--- src/rtl/next_session_start_finder_unit_macros.svh ---
// ----------------------------------------------------------------------------
// Next session start finder - assertion macros
// Clocked on clk, disabled while rst is high.
// ----------------------------------------------------------------------------
`ifndef NEXT_SESSION_START_FINDER_UNIT_MACROS_SVH
`define NEXT_SESSION_START_FINDER_UNIT_MACROS_SVH

// same-cycle implication
`define NSSF_ASSERT_NOW(lbl, ante, cons, msg) \
  lbl: assert property (@(posedge clk) disable iff (rst) (ante) |-> (cons)) \
    else $error(msg);

// next-cycle implication
`define NSSF_ASSERT_NEXT(lbl, ante, cons, msg) \
  lbl: assert property (@(posedge clk) disable iff (rst) (ante) |=> (cons)) \
    else $error(msg);

`endif

--- src/rtl/nssf_pkg.sv ---
// ----------------------------------------------------------------------------
// nssf_pkg
// Shared types, codes and constants of the next session start finder.
// ----------------------------------------------------------------------------
package nssf_pkg;

  // day number width: floor(48-bit seconds / 86400) plus a few steps forward
  localparam int DW = 34;

  // floor(s / 86400) = floor(floor(s / 128) / 675)
  localparam int DIV_SHIFT = 7;
  localparam int REM_W     = 10;
  localparam int X_W       = REM_W + 2;
  localparam logic [X_W-1:0] DIV_ODD  = 12'd675;
  localparam logic [X_W-1:0] DIV_ODD2 = 12'd1350;
  localparam logic [X_W-1:0] DIV_ODD3 = 12'd2025;
  localparam int DIV_STEPS = 22;
  localparam int U_W       = 2 * DIV_STEPS;
  // bias of 675 * 2^32 keeps the dividend positive
  localparam logic [U_W-1:0] U_BIAS = 44'd2899102924800;
  // day = quotient - 2^32 + 1 (first candidate is the following day)
  localparam logic [DW-1:0] DAY_OFS = 34'h0_FFFF_FFFF;

  localparam int PROD_W = 52;
  localparam logic signed [PROD_W-1:0] DAY_SECONDS = 52'sd86400;
  localparam int OUT_W = 49;

  typedef logic [2:0] wday_t;
  localparam wday_t WD_MON = 3'd0;
  localparam wday_t WD_SAT = 3'd5;
  localparam wday_t WD_SUN = 3'd6;

  typedef logic [1:0] mode_t;
  localparam mode_t MODE_PLAIN   = 2'd0;
  localparam mode_t MODE_HOLIDAY = 2'd1;
  localparam mode_t MODE_WRITE   = 2'd2;

  localparam int CFG_IDX_W  = 2;
  localparam int CFG_DATA_W = 32;
  localparam logic [CFG_IDX_W-1:0] REG_ZONE_OFFSET = 2'd0;
  localparam logic [CFG_IDX_W-1:0] REG_OPEN_TIME   = 2'd1;
  localparam logic [CFG_IDX_W-1:0] REG_HOL_COUNT   = 2'd2;
  localparam logic [CFG_IDX_W-1:0] REG_COVERAGE    = 2'd3;

  typedef enum logic [2:0] {
    ST_IDLE,
    ST_DIV,
    ST_EVAL,
    ST_FETCH,
    ST_MATCH,
    ST_MUL,
    ST_SUM,
    ST_FIN
  } walk_state_t;

  typedef struct packed {
    logic                 done;
    logic signed [DW-1:0] day;
    wday_t                wday;
  } div_res_t;

  // reduce a value below 28 modulo 7
  function automatic wday_t fold7(input logic [4:0] v);
    logic [4:0] r;
    begin
      if (v >= 5'd21) begin
        r = v - 5'd21;
      end else if (v >= 5'd14) begin
        r = v - 5'd14;
      end else if (v >= 5'd7) begin
        r = v - 5'd7;
      end else begin
        r = v;
      end
      return r[2:0];
    end
  endfunction

  function automatic wday_t wday_next(input wday_t w);
    return (w == WD_SUN) ? WD_MON : w + 3'd1;
  endfunction

endpackage

--- src/rtl/nssf_ifs.sv ---
// ----------------------------------------------------------------------------
// nssf_req_if / nssf_rsp_if
// Valid/ready channels carrying requests and responses.
// ----------------------------------------------------------------------------
interface nssf_req_if;
  logic               valid;
  logic               ready;
  logic [1:0]         mode;
  logic signed [47:0] from_time;
  logic [4:0]         entry_index;
  logic signed [31:0] entry_day;

  modport source (output valid, mode, from_time, entry_index, entry_day, input ready);
  modport sink   (input valid, mode, from_time, entry_index, entry_day, output ready);
endinterface

interface nssf_rsp_if;
  logic               valid;
  logic               ready;
  logic signed [48:0] session_start;
  logic               insufficient;

  modport source (output valid, session_start, insufficient, input ready);
  modport sink   (input valid, session_start, insufficient, output ready);
endinterface

--- src/rtl/nssf_holtab.sv ---
// ----------------------------------------------------------------------------
// nssf_holtab
// Holiday day table: one write port, one registered read port.
// ----------------------------------------------------------------------------
module nssf_holtab #(
  parameter int DEPTH = 32,
  parameter int AW    = 5
) (
  input  logic                    clk,
  input  logic                    we,
  input  logic [AW-1:0]           waddr,
  input  logic signed [31:0]      wdata,
  input  logic                    rd,
  input  logic [AW-1:0]           raddr,
  output logic signed [31:0]      rdata
);

  logic signed [31:0] mem [DEPTH];

  always_ff @(posedge clk) begin
    if (we) begin
      mem[waddr] <= wdata;
    end
  end

  always_ff @(posedge clk) begin
    if (rd) begin
      rdata <= mem[raddr];
    end
  end

endmodule

--- src/rtl/nssf_daydiv.sv ---
// ----------------------------------------------------------------------------
// nssf_daydiv
// Local day number and weekday of the day after a UTC time.
// Radix-4 restoring division by 675 after a shift by 7; weekday kept mod 7
// alongside the quotient digits.
// ----------------------------------------------------------------------------
`include "next_session_start_finder_unit_macros.svh"

module nssf_daydiv (
  input  logic                  clk,
  input  logic                  rst,
  input  logic                  start,
  input  logic signed [47:0]    from_time,
  input  logic signed [17:0]    zone,
  output nssf_pkg::div_res_t    res
);
  import nssf_pkg::*;

  logic signed [48:0]   sum_r;
  logic signed [41:0]   shifted;
  logic [U_W-1:0]       u_val;
  logic [U_W-1:0]       shreg;
  logic [REM_W-1:0]     rem;
  logic [DW-1:0]        quo;
  wday_t                qmod;
  logic [4:0]           cnt;
  logic                 prep;
  logic                 busy;
  logic                 done;

  logic [X_W-1:0]       x;
  logic [1:0]           digit;
  logic [X_W-1:0]       x_rem;

  assign shifted = sum_r[48:DIV_SHIFT];
  assign u_val   = U_W'(shifted) + U_BIAS;

  always_comb begin
    x = {rem, shreg[U_W-1:U_W-2]};
    priority if (x >= DIV_ODD3) begin
      digit = 2'd3;
      x_rem = x - DIV_ODD3;
    end else if (x >= DIV_ODD2) begin
      digit = 2'd2;
      x_rem = x - DIV_ODD2;
    end else if (x >= DIV_ODD) begin
      digit = 2'd1;
      x_rem = x - DIV_ODD;
    end else begin
      digit = 2'd0;
      x_rem = x;
    end
  end

  always_ff @(posedge clk) begin
    if (rst) begin
      prep <= 1'b0;
      busy <= 1'b0;
      done <= 1'b0;
    end else begin
      done <= 1'b0;
      if (start) begin
        prep <= 1'b1;
      end else if (prep) begin
        prep <= 1'b0;
        busy <= 1'b1;
      end else if (busy && cnt == 5'(DIV_STEPS - 1)) begin
        busy <= 1'b0;
        done <= 1'b1;
      end
    end
  end

  always_ff @(posedge clk) begin
    if (start) begin
      sum_r <= 49'(from_time) + 49'(zone);
    end
    if (prep) begin
      shreg <= u_val;
      rem   <= '0;
      quo   <= '0;
      qmod  <= WD_MON;
      cnt   <= '0;
    end else if (busy) begin
      shreg <= {shreg[U_W-3:0], 2'b00};
      rem   <= x_rem[REM_W-1:0];
      quo   <= {quo[DW-3:0], digit};
      qmod  <= fold7({qmod, 2'b00} + 5'(digit));
      cnt   <= cnt + 5'd1;
    end
  end

  // weekday of quotient - 2^32 + 1 equals quotient mod 7
  always_comb begin
    res.done = done;
    res.day  = signed'(quo - DAY_OFS);
    res.wday = qmod;
  end

  `NSSF_ASSERT_NOW(a_rem_bound, busy, {2'b00, rem} < DIV_ODD, "remainder out of range")
  `NSSF_ASSERT_NOW(a_start_idle, start, !busy && !prep, "divider restarted while busy")

endmodule

--- src/rtl/next_session_start_finder_unit.sv ---
// ----------------------------------------------------------------------------
// next_session_start_finder_unit
// A query passes from acceptance through the day divider, then ST_EVAL for
//   each candidate day and ST_FETCH and ST_MATCH for each table entry
//   visited, then ST_MUL, ST_SUM and ST_FIN; a table write gives no response.
// One query is in the walk at a time, bounded by the 22-step day divider and
//   the single read port of the holiday table.
// Reset: synchronous rst restores the configuration registers to defaults
//   and clears the control; the holiday table holds nothing valid until written.
// ----------------------------------------------------------------------------
`include "next_session_start_finder_unit_macros.svh"

module next_session_start_finder_unit #(
  parameter int HOLIDAYS = 32
) (
  input  logic                                clk,
  input  logic                                rst,
  input  logic                                cfg_write,
  input  logic [nssf_pkg::CFG_IDX_W-1:0]      cfg_index,
  input  logic [nssf_pkg::CFG_DATA_W-1:0]     cfg_data,
  nssf_req_if.sink                            req,
  nssf_rsp_if.source                          rsp
);
  import nssf_pkg::*;

  localparam int AW = (HOLIDAYS > 1) ? $clog2(HOLIDAYS) : 1;
  localparam int CW = $clog2(HOLIDAYS + 1);
  localparam logic [8:0] HOL_LIM = 9'(HOLIDAYS);

  // configuration registers
  logic signed [17:0] zone;
  logic [16:0]        open_t;
  logic [5:0]         hcount;
  logic signed [31:0] cov;

  // walk state
  walk_state_t          state;
  walk_state_t          state_next;
  logic signed [DW-1:0] day;
  wday_t                wday;
  logic [CW-1:0]        ptr;
  logic [CW-1:0]        nlim;
  logic                 hmode;
  logic                 insuff;
  logic signed [PROD_W-1:0] prod;
  logic signed [OUT_W-1:0]  result;

  // response register
  logic                    out_valid;
  logic signed [OUT_W-1:0] out_start;
  logic                    out_insuff;

  // decode
  logic                 accept;
  logic                 is_query;
  logic                 div_start;
  logic [8:0]           hcount_ext;
  logic [8:0]           hol_eff;
  logic [8:0]           widx_ext;
  logic                 mem_we;
  logic                 mem_rd;
  logic signed [31:0]   mem_rdata;
  logic signed [DW-1:0] hol_day;
  logic                 cov_fail;
  logic                 weekend;
  logic                 scan_more;
  logic                 out_free;
  logic signed [PROD_W-1:0] open_ext;
  logic signed [PROD_W-1:0] zone_ext;
  logic signed [PROD_W-1:0] sum_full;
  div_res_t             div_res;

  assign accept     = req.valid && req.ready;
  assign is_query   = (req.mode == MODE_PLAIN) || (req.mode == MODE_HOLIDAY);
  assign hcount_ext = 9'(hcount);
  // a count beyond the table saturates to its depth
  assign hol_eff    = (hcount_ext > HOL_LIM) ? HOL_LIM : hcount_ext;
  assign widx_ext   = 9'(req.entry_index);
  assign hol_day    = DW'(mem_rdata);
  assign cov_fail   = hmode && (day > DW'(cov));
  assign weekend    = (wday >= WD_SAT);
  assign scan_more  = hmode && (ptr < nlim);
  assign out_free   = !out_valid || rsp.ready;
  assign open_ext   = PROD_W'(signed'({1'b0, open_t}));
  assign zone_ext   = PROD_W'(zone);
  assign sum_full   = prod + open_ext - zone_ext;

  // configuration writes
  always_ff @(posedge clk) begin
    if (rst) begin
      zone   <= 18'sd32400;
      open_t <= 17'd32400;
      hcount <= 6'd0;
      cov    <= 32'sh7FFF_FFFF;
    end else if (cfg_write) begin
      unique case (cfg_index)
        REG_ZONE_OFFSET: zone   <= signed'(cfg_data[17:0]);
        REG_OPEN_TIME:   open_t <= cfg_data[16:0];
        REG_HOL_COUNT:   hcount <= cfg_data[5:0];
        REG_COVERAGE:    cov    <= signed'(cfg_data);
      endcase
    end
  end

  nssf_daydiv u_div (
    .clk       (clk),
    .rst       (rst),
    .start     (div_start),
    .from_time (req.from_time),
    .zone      (zone),
    .res       (div_res)
  );

  nssf_holtab #(
    .DEPTH (HOLIDAYS),
    .AW    (AW)
  ) u_tab (
    .clk   (clk),
    .we    (mem_we),
    .waddr (widx_ext[AW-1:0]),
    .wdata (req.entry_day),
    .rd    (mem_rd),
    .raddr (ptr[AW-1:0]),
    .rdata (mem_rdata)
  );

  // Day walk. The table pointer only moves forward: for a rising candidate
  // day the first entry not below it never moves back, so each entry is read at
  // most twice per query, the second time only after it matched. A day is a holiday when that entry equals it.
  always_comb begin
    state_next = state;
    unique case (state)
      ST_IDLE: begin
        if (accept && is_query) begin
          state_next = ST_DIV;
        end
      end
      ST_DIV: begin
        if (div_res.done) begin
          state_next = ST_EVAL;
        end
      end
      ST_EVAL: begin
        priority if (cov_fail) begin
          state_next = ST_FIN;
        end else if (weekend) begin
          state_next = ST_EVAL;
        end else if (scan_more) begin
          state_next = ST_FETCH;
        end else begin
          state_next = ST_MUL;
        end
      end
      ST_FETCH: state_next = ST_MATCH;
      ST_MATCH: begin
        if (hol_day > day) begin
          state_next = ST_MUL;
        end else begin
          state_next = ST_EVAL;
        end
      end
      ST_MUL:   state_next = ST_SUM;
      ST_SUM:   state_next = ST_FIN;
      ST_FIN: begin
        if (out_free) begin
          state_next = ST_IDLE;
        end
      end
    endcase
  end

  always_comb begin
    req.ready = (state == ST_IDLE);
    div_start = accept && is_query;
    mem_we    = accept && (req.mode == MODE_WRITE) && (widx_ext < HOL_LIM);
    mem_rd    = (state == ST_FETCH);
  end

  always_ff @(posedge clk) begin
    if (rst) begin
      state <= ST_IDLE;
    end else begin
      state <= state_next;
    end
  end

  // walk datapath
  always_ff @(posedge clk) begin
    unique case (state)
      ST_IDLE: begin
        if (accept && is_query) begin
          hmode  <= (req.mode == MODE_HOLIDAY);
          ptr    <= '0;
          nlim   <= hol_eff[CW-1:0];
          insuff <= 1'b0;
        end
      end
      ST_DIV: begin
        if (div_res.done) begin
          day  <= div_res.day;
          wday <= div_res.wday;
        end
      end
      ST_EVAL: begin
        if (cov_fail) begin
          result <= '0;
          insuff <= 1'b1;
        end else if (weekend) begin
          day  <= day + DW'(1);
          wday <= wday_next(wday);
        end
      end
      ST_MATCH: begin
        if (hol_day < day) begin
          ptr <= ptr + CW'(1);
        end else if (hol_day == day) begin
          day  <= day + DW'(1);
          wday <= wday_next(wday);
        end
      end
      ST_MUL:   prod   <= PROD_W'(day) * DAY_SECONDS;
      ST_SUM:   result <= sum_full[OUT_W-1:0];
      ST_FETCH, ST_FIN: begin
      end
    endcase
  end

  // response register, kept apart from the walk so a new request can enter
  // while a response waits
  always_ff @(posedge clk) begin
    if (rst) begin
      out_valid <= 1'b0;
    end else if (state == ST_FIN && out_free) begin
      out_valid <= 1'b1;
    end else if (rsp.ready) begin
      out_valid <= 1'b0;
    end
  end

  always_ff @(posedge clk) begin
    if (state == ST_FIN && out_free) begin
      out_start  <= result;
      out_insuff <= insuff;
    end
  end

  assign rsp.valid         = out_valid;
  assign rsp.session_start = out_start;
  assign rsp.insufficient  = out_insuff;

  `NSSF_ASSERT_NOW(a_rd_wr_apart, mem_rd, !mem_we, "table read and write overlap")
  `NSSF_ASSERT_NOW(a_ptr_range, state != ST_IDLE && state != ST_DIV, ptr <= nlim,
                   "table pointer past count")
  `NSSF_ASSERT_NOW(a_insuff_zero, rsp.valid && rsp.insufficient, rsp.session_start == '0,
                   "insufficient response with nonzero time")
  `NSSF_ASSERT_NEXT(a_holiday_step, state == ST_MATCH && hol_day == day,
                    day == $past(day) + DW'(1), "holiday not skipped")

endmodule

--- src/flat_wrapper.sv ---
// flat-port wrapper written by rule: the top's interface ports become plain ports
module next_session_start_finder_unit_flat import nssf_pkg::*;
#(
  parameter int HOLIDAYS = 32
)
  (clk, rst, cfg_write, cfg_index, cfg_data, req_valid, req_mode, req_from_time, req_entry_index, req_entry_day, req_ready, rsp_valid, rsp_session_start, rsp_insufficient, rsp_ready);
  nssf_req_if req_i ();
  nssf_rsp_if rsp_i ();
  input  logic clk;
  input  logic rst;
  input  logic cfg_write;
  input  logic [nssf_pkg::CFG_IDX_W-1:0] cfg_index;
  input  logic [nssf_pkg::CFG_DATA_W-1:0] cfg_data;
  input wire logic [$bits(req_i.valid)-1:0] req_valid;
  input wire logic [$bits(req_i.mode)-1:0] req_mode;
  input wire logic [$bits(req_i.from_time)-1:0] req_from_time;
  input wire logic [$bits(req_i.entry_index)-1:0] req_entry_index;
  input wire logic [$bits(req_i.entry_day)-1:0] req_entry_day;
  output wire logic [$bits(req_i.ready)-1:0] req_ready;
  output wire logic [$bits(rsp_i.valid)-1:0] rsp_valid;
  output wire logic [$bits(rsp_i.session_start)-1:0] rsp_session_start;
  output wire logic [$bits(rsp_i.insufficient)-1:0] rsp_insufficient;
  input wire logic [$bits(rsp_i.ready)-1:0] rsp_ready;
  assign req_i.valid = req_valid;
  assign req_i.mode = req_mode;
  assign req_i.from_time = req_from_time;
  assign req_i.entry_index = req_entry_index;
  assign req_i.entry_day = req_entry_day;
  assign req_ready = req_i.ready;
  assign rsp_valid = rsp_i.valid;
  assign rsp_session_start = rsp_i.session_start;
  assign rsp_insufficient = rsp_i.insufficient;
  assign rsp_i.ready = rsp_ready;
  next_session_start_finder_unit #(.HOLIDAYS(HOLIDAYS)) u_core (.clk(clk), .rst(rst), .cfg_write(cfg_write), .cfg_index(cfg_index), .cfg_data(cfg_data), .req(req_i), .rsp(rsp_i));
endmodule
--- config.mk ---
export PLATFORM = sky130hd
export DESIGN_NAME = next_session_start_finder_unit_flat
export DESIGN_NICKNAME = d
export VERILOG_FILES = /design/src/rtl/nssf_pkg.sv /design/src/rtl/nssf_ifs.sv /design/src/rtl/nssf_holtab.sv /design/src/rtl/nssf_daydiv.sv /design/src/rtl/next_session_start_finder_unit.sv /design/src/flat_wrapper.sv
export VERILOG_INCLUDE_DIRS = /design/src /design/src/rtl
export SDC_FILE = /design/constraint.sdc
export NUM_CORES = 2
export LEC_CHECK = 0
export ABC_CLOCK_PERIOD_IN_PS = 9700
export BUFFER_PORTS_ARGS = -buffer_cell sky130_fd_sc_hd__buf_2
export CORE_MARGIN = 5
export CORE_UTILIZATION = 52
export CTS_CLUSTER_DIAMETER = 100
export DETAILED_ROUTE_END_ITERATION = 7
export PLACE_DENSITY_LB_ADDON = 0.12
export SYNTH_ARGS = -nofsm -noshare
export SYNTH_HDL_FRONTEND = slang
export SYNTH_SLANG_ARGS = --single-unit
--- constraint.sdc ---
create_clock -name clk -period 9.7 [get_ports clk]
set_input_delay 0.97 -clock clk [delete_from_list [all_inputs] [get_ports clk]]
set_output_delay 0.97 -clock clk [all_outputs]
set_load 0.005 [all_outputs]
### Word level (Yosys, flattened, before mapping)

Memory sizes are Yosys's and may differ from the RTL's. A register that Yosys moved wholly into a read port is not among the register bits.
Cells that the tools add are included.

* output and inout bits: 52
* memories: 1
* flip-flop bits (word level): 417
* bits in writable memories: 1024
* input port bits: 126
* word-level logic and storage cells: 162

* $lt $le $gt $ge: 13
* add/subtract/negate cells: 16
* bitwise operators: 1
* mux-type cells: 48
* reductions and logical operators: 33
* multiply operators: 1
* equal/unequal tests: 24

Memory list
* u_core.u_tab.mem: depth 32, width 32, read ports 1, clocked after Yosys merged registers in 1, wr ports 1, RTL line nssf_holtab.sv:18 `logic signed [31:0] mem [DEPTH];`

Operators with widths (count)
* two-way mux 34 bit: 5
* one-hot mux 34 bit (3 select lines): 1
* one-hot mux 49 bit (2 select lines): 1
* two-way mux 44 bit: 2
* adder 48 x 18 -> 49 bit: 1
* adder 49 x 18 -> 49 bit: 1
* two-way mux 49 bit: 1
* subtractor 49 x 18 -> 49 bit: 1
* two-way mux 3 bit: 16
* adder 42 x 43 -> 44 bit (second input constant): 1
* multiplier 34 x 11 -> 42 bit (second input constant): 1
* adder 34 x 2 -> 34 bit (second input constant): 1
* == test 32 x 34 -> 1 bit: 1
* > comparator 32 x 34 -> 1 bit: 1
* > comparator 34 x 32 -> 1 bit: 1
* < comparator 32 x 34 -> 1 bit: 1
* subtractor 34 x 32 -> 34 bit (second input constant): 1
* two-way mux 10 bit: 3
* greater-or-equal comparator 12 x 11 -> 1 bit (second input constant): 2
* one-hot mux 3 bit (8 select lines): 1
* subtractor 10 bit (second input constant): 2
* == test 3 bit (second input constant): 5
* AND reduction 2 bit: 7
* greater-or-equal comparator 12 x 10 -> 1 bit (second input constant): 1
* 37 further kinds: 78

### Logic depth before layout (Yosys ltp)

* word-level depth: 9
* mapped depth: 18
* depth with buffers taken out: 17

### Modules after synthesis

From an unflattened synthesis, not the netlist that was laid out.

* cells, all modules: 5328
* area, all modules: 71145.7 µm²

Modules (own cells, without submodules)
* nssf_holtab: area each 40812.9 µm², times used 1, cells an instance 2260, sequential area each 31710.4 µm²
* next_session_start_finder_unit: area each 21126.5 µm², times used 1, cells an instance 2140, sequential area each 7307.0 µm²
* nssf_daydiv: area each 9206.3 µm², times used 1, cells an instance 928, sequential area each 3683.5 µm²

### Worst setup path after synthesis

OpenSTA, ideal clock, no wires.

* path type: reg2reg
* start point: reg u_core.day[7]
* end point: reg u_core.prod[46], data pin
* data required time: 9.435 ns
* library setup time: 0.265 ns
* stages on the path, launching flop included: 17
* slack: 4.680 ns
* data arrival time: 4.755 ns
* clock period less this slack: 5.020 ns
* path buffers: 0
* cell sequence: edfxtp_1 ha_1 ha_1 fa_1 inv_1 fa_1 fa_1 inv_1 ha_1 a2111o_1 a211oi_1 nor3_1 nand4b_1 a31o_2 a21oi_1 o211ai_1 xor2_1

* word-level cells in the longest chain between the ends: 1

Ends and longest elaborated chain
* start, declared: RTL line next_session_start_finder_unit.sv:39 `logic signed [DW-1:0] day;`
* start signal, assigned: RTL line next_session_start_finder_unit.sv:200 `day <= div_res.day;`
* start signal, assigned: RTL line next_session_start_finder_unit.sv:209 `day <= day + DW'(1);`
* start signal, assigned: RTL line next_session_start_finder_unit.sv:217 `day <= day + DW'(1);`
* multiplier 34 x 11 -> 42 bit: RTL line next_session_start_finder_unit.sv:221 `ST_MUL: prod <= PROD_W'(day) * DAY_SECONDS;`
* end signal, assigned: RTL line next_session_start_finder_unit.sv:221
* end, declared: RTL line next_session_start_finder_unit.sv:45 `logic signed [PROD_W-1:0] prod;`

No other way between the ends.
A chain may end at the register's enable or synchronous reset.

### Worst setup path after layout

* start point: reg u_core.day[5]
* end point: reg u_core.prod[46], data pin

The elaborated chain is that of the path after synthesis.

==> metrics.md <==
| Metric | Value |
|---|---|
| Leakage Power | `28.58 nW` |
| Max-cap viol count | `0` |
| CP arrival | `approximately 6.0 ns` |
| Site Rows | `134` |
| Power Density | `179.6 mW/mm²` |
| Worst path bufs/invs | `2` |
| Final Max Tran Viols | `0` |
| Hpwl dp | `between 90000 and 100000 µm` |
| FILL cells | `10370` |
| Most frequent cells in the layout | `edfxtp_1, inv_1, ha_1, mux4_2, nor2_1` |
| Die Height | `376.6 µm` |
| CTS Buf Count | `between 150 and 200` |
| Setup bufs post-CTS | `0` |
| Gpl congestion | `roughly 0.8` |
| Post-synth top area cell | `edfxtp_1` |
| Family with the most delay on the worst path | `adder cells` |
| Slowest CP cell | `fa_1` |
| Share of the synthesized area in the top cell type | `0.5731` |
| Cell variety after synth | `81` |
| First-pass GRT wire length | `241100 µm` |
| Setup crit start kind | `flop` |
| RSZ-0062 raised after global routing | `false` |
| Worst r2r src | `u_core.day[5]` |
| Vias per inst | `5.768` |
| Largest net degree at the start of global routing | `131` |
| Residual DRC count | `0` |
| DRT iter0 DRCs | `3282` |
| Synth area leaders | `edfxtp_1, mux4_2, ha_1` |
| Syn Inst Count | `4602` |
| Post-synthesis register bit count | `about 1500` |
| Post_cts resized | `0` |
| Initial Utilization | `0.5238` |
| Sequential area share after synthesis | `0.6109` |
| Multi-input gate area | `0.02532 mm²` |
| Initial antenna violation count | `21` |
| Levels on crit path | `16` |
| Commonest non-fill, non-tap cell in the layout | `edfxtp_1` |
| Worst reg2reg path depth | `16` |
| Die W | `376.6 µm` |
| Vias in the first global route | `38800` |
| Worst setup endpoint | `u_core.prod[46]` |
| Final TNS setup | `0 ns` |
| Final setup margin | `4.186 ns` |
| Final min period | `roughly 5.5 ns` |
| Layout cells sized above 1 | `0.1858` |
| GRT Total Usage | `0.2247` |
| GRT overflow | `0` |
| Worst slew margin | `0.2175` |
| Asr flop ratio synth | `0` |
| Ys flop type | `edfxtp_1` |
| VDD IR-drop max | `203.5 µV` |
| Average wire per standard cell | `around 24 µm` |
| Fmax | `181.4 MHz` |
| Run status | `completed` |
| Post-Syn Nets | `between 5000 and 6000` |
| Port bufs | `177` |
| Final net count | `5419` |
| Final setup violation count | `0` |
| Die area | `0.1419 mm²` |
| CTS sink count | `1466` |
| Via count | `38720` |
| Ordered cell list for the critical path | `ha_1, ha_1, fa_1, inv_1, fa_1, fa_1, inv_1, ha_1, a2111o_1, a211oi_1, nor3_1, nand4b_1, a31o_2, a21oi_1, o211ai_1, xor2_1` |
| Root buf cell | `clkbuf_16` |
| Setup CP Type | `flop to flop` |
| Yosys warnings | `0` |
| Post-synth EDFFs | `1334` |
| Hold-fix buffers, CTS | `0` |
| Hold Fails Final Rpt | `0` |
| Htree depth | `4` |
| Mapped cell area | `0.06990 mm²` |
| Layout area overhead | `12.07%` |
| R2R setup slack | `4.19 ns` |
| Critical path capture point type | `flop` |
| Router iterations before antenna repair | `5` |
| Pre-CTS setup slack | `4.139 ns` |
| Reg2reg end | `u_core.prod[46]` |
| Core area | `roughly 0.13 mm²` |
| Clock Path Buffers | `3` |
| Synthesized area per cell | `about 15 µm²` |
| Final period util | `0.5685` |
| Required time of the critical path | `a little over 10 ns` |
| Clock-pin slew on the worst setup and hold paths | `roughly 0.060 ns` |
| CP peak stage delay | `0.54 ns` |
| Sequential cell area | `approximately 0.043 mm²` |
| Skew final | `around 0.047 ns` |
| Remaining antenna violation count after routing | `0` |
| Hold WC Path Type | `input pin to flop` |
| CTS tree | `done` |
| Critical Path Start | `u_core.day[5]` |
| Io pins | `178` |
| Final wirelength | `159200 µm` |
| Worst skew pair latency | `0.80 ns` |
| CP Max Fanout | `7` |
| Slew @ Worst Pin | `about 1.2 ns` |
-- final cells by class --
| cell class | instances | area share |
|---|---|---|
| antenna | 5 | 0.0001597 |
| clock buffer | 189 | 0.05165 |
| clock inverter | 91 | 0.01498 |
| inverter | 402 | 0.01926 |
| multi-input combinational | 2558 | 0.3232 |
| sequential | 1466 | 0.5451 |
| tap | 1768 | 0.02824 |
| timing repair buffer | 234 | 0.01741 |
-- logic make-up after synthesis --
logic type | Yosys count | synth area share
buffers and inverters | 578 | 0.03120
adders and majority gates | 477 | 0.09644
xor gates and xnor gates | 202 | 0.02531
DFF | 1466 | 0.6109
AOI/OAI and AO/OA | 648 | 0.06127
and+or+nand+nor | 793 | 0.05364
muxes | 438 | 0.1213
-- state kept, by name, summed over array words and instances (netlist names), 3 cells and up --
name,flops
u_core.u_div.qmod,3
u_core.wday,3
u_core.result,49
u_core.u_div.shreg,44
u_core.rsp.session_start,49
u_core.u_div.quo,34
u_core.zone,18
u_core.state,3
u_core.nlim,6
u_core.open_t,17
u_core.ptr,6
u_core.u_div.cnt,5
u_core.u_tab.mem,1024
u_core.u_tab.rdata,32
u_core.day,34
u_core.u_div.rem,10
u_core.u_div.sum_r,42
u_core.prod,42
u_core.cov,32
u_core.hcount,6
-- layer usage --
layer | GRT usage | part of all wire
met5 | 0 | 0.00041
met4 | 0.05782 | 0.023
met3 | 0.03890 | 0.055
met2 | 0.3794 | 0.50
met1 | 0.3057 | 0.43
-- through the flow --
step / std cells / hold WS, ns / power [mW] / cell area [µm²] / utilization
finish: 6713 / 0.3941 / 14.07 / 78340 / 0.5870
global route: 6709 / 0.3624 / 14.59 / 78330 / 0.5869
CTS: 6708 / 0.3313 / 14.19 / 78330 / 0.5869
detailed placement: 6428 / 0.4052 / 8.194 / 73110 / 0.5478
global placement: 6428 / 0.4011 / 8.183 / 73110 / 0.5478
floorplan: 4602 / 0.4003 / 7.893 / 69900 / -
-- power breakdown --
group / internal, mW / leakage (nW) / switching, mW
clock network: 3.49 / 2.52 / 2.52
logic: 0.421 / 13.0 / 0.581
registers: 6.97 / 13.0 / 0.0902
-- Yosys cell counts (97+ instances only) --
cell	n
edfxtp_1	1334
clkbuf_1	138
a21o_1	97
o21ai_0	105
fa_1	103
nand2_1	183
ha_1	374
a21oi_1	194
xnor2_1	131
inv_1	400
mux4_2	320
nor2_1	292
dfxtp_1	132
-- how the worst min path moves through the flow --
stage          slack, ns         startpoint                           end  depth (start not counted)
5_1_grt             0.36       cfg_data[23]                u_core.cov[23]                          2
6_report            0.39       cfg_data[23]                u_core.cov[23]                          2
2_1_floorplan       0.40      u_core.insuff       u_core.rsp.insufficient                          0
4_1_cts             0.33       cfg_data[23]                u_core.cov[23]                          2
3_3_place_gp        0.40  u_core.result[22]  u_core.rsp.session_start[22]                          0
3_5_place_dp        0.41  u_core.result[23]  u_core.rsp.session_start[23]                          0
Power figures use the tool's default switching activity.
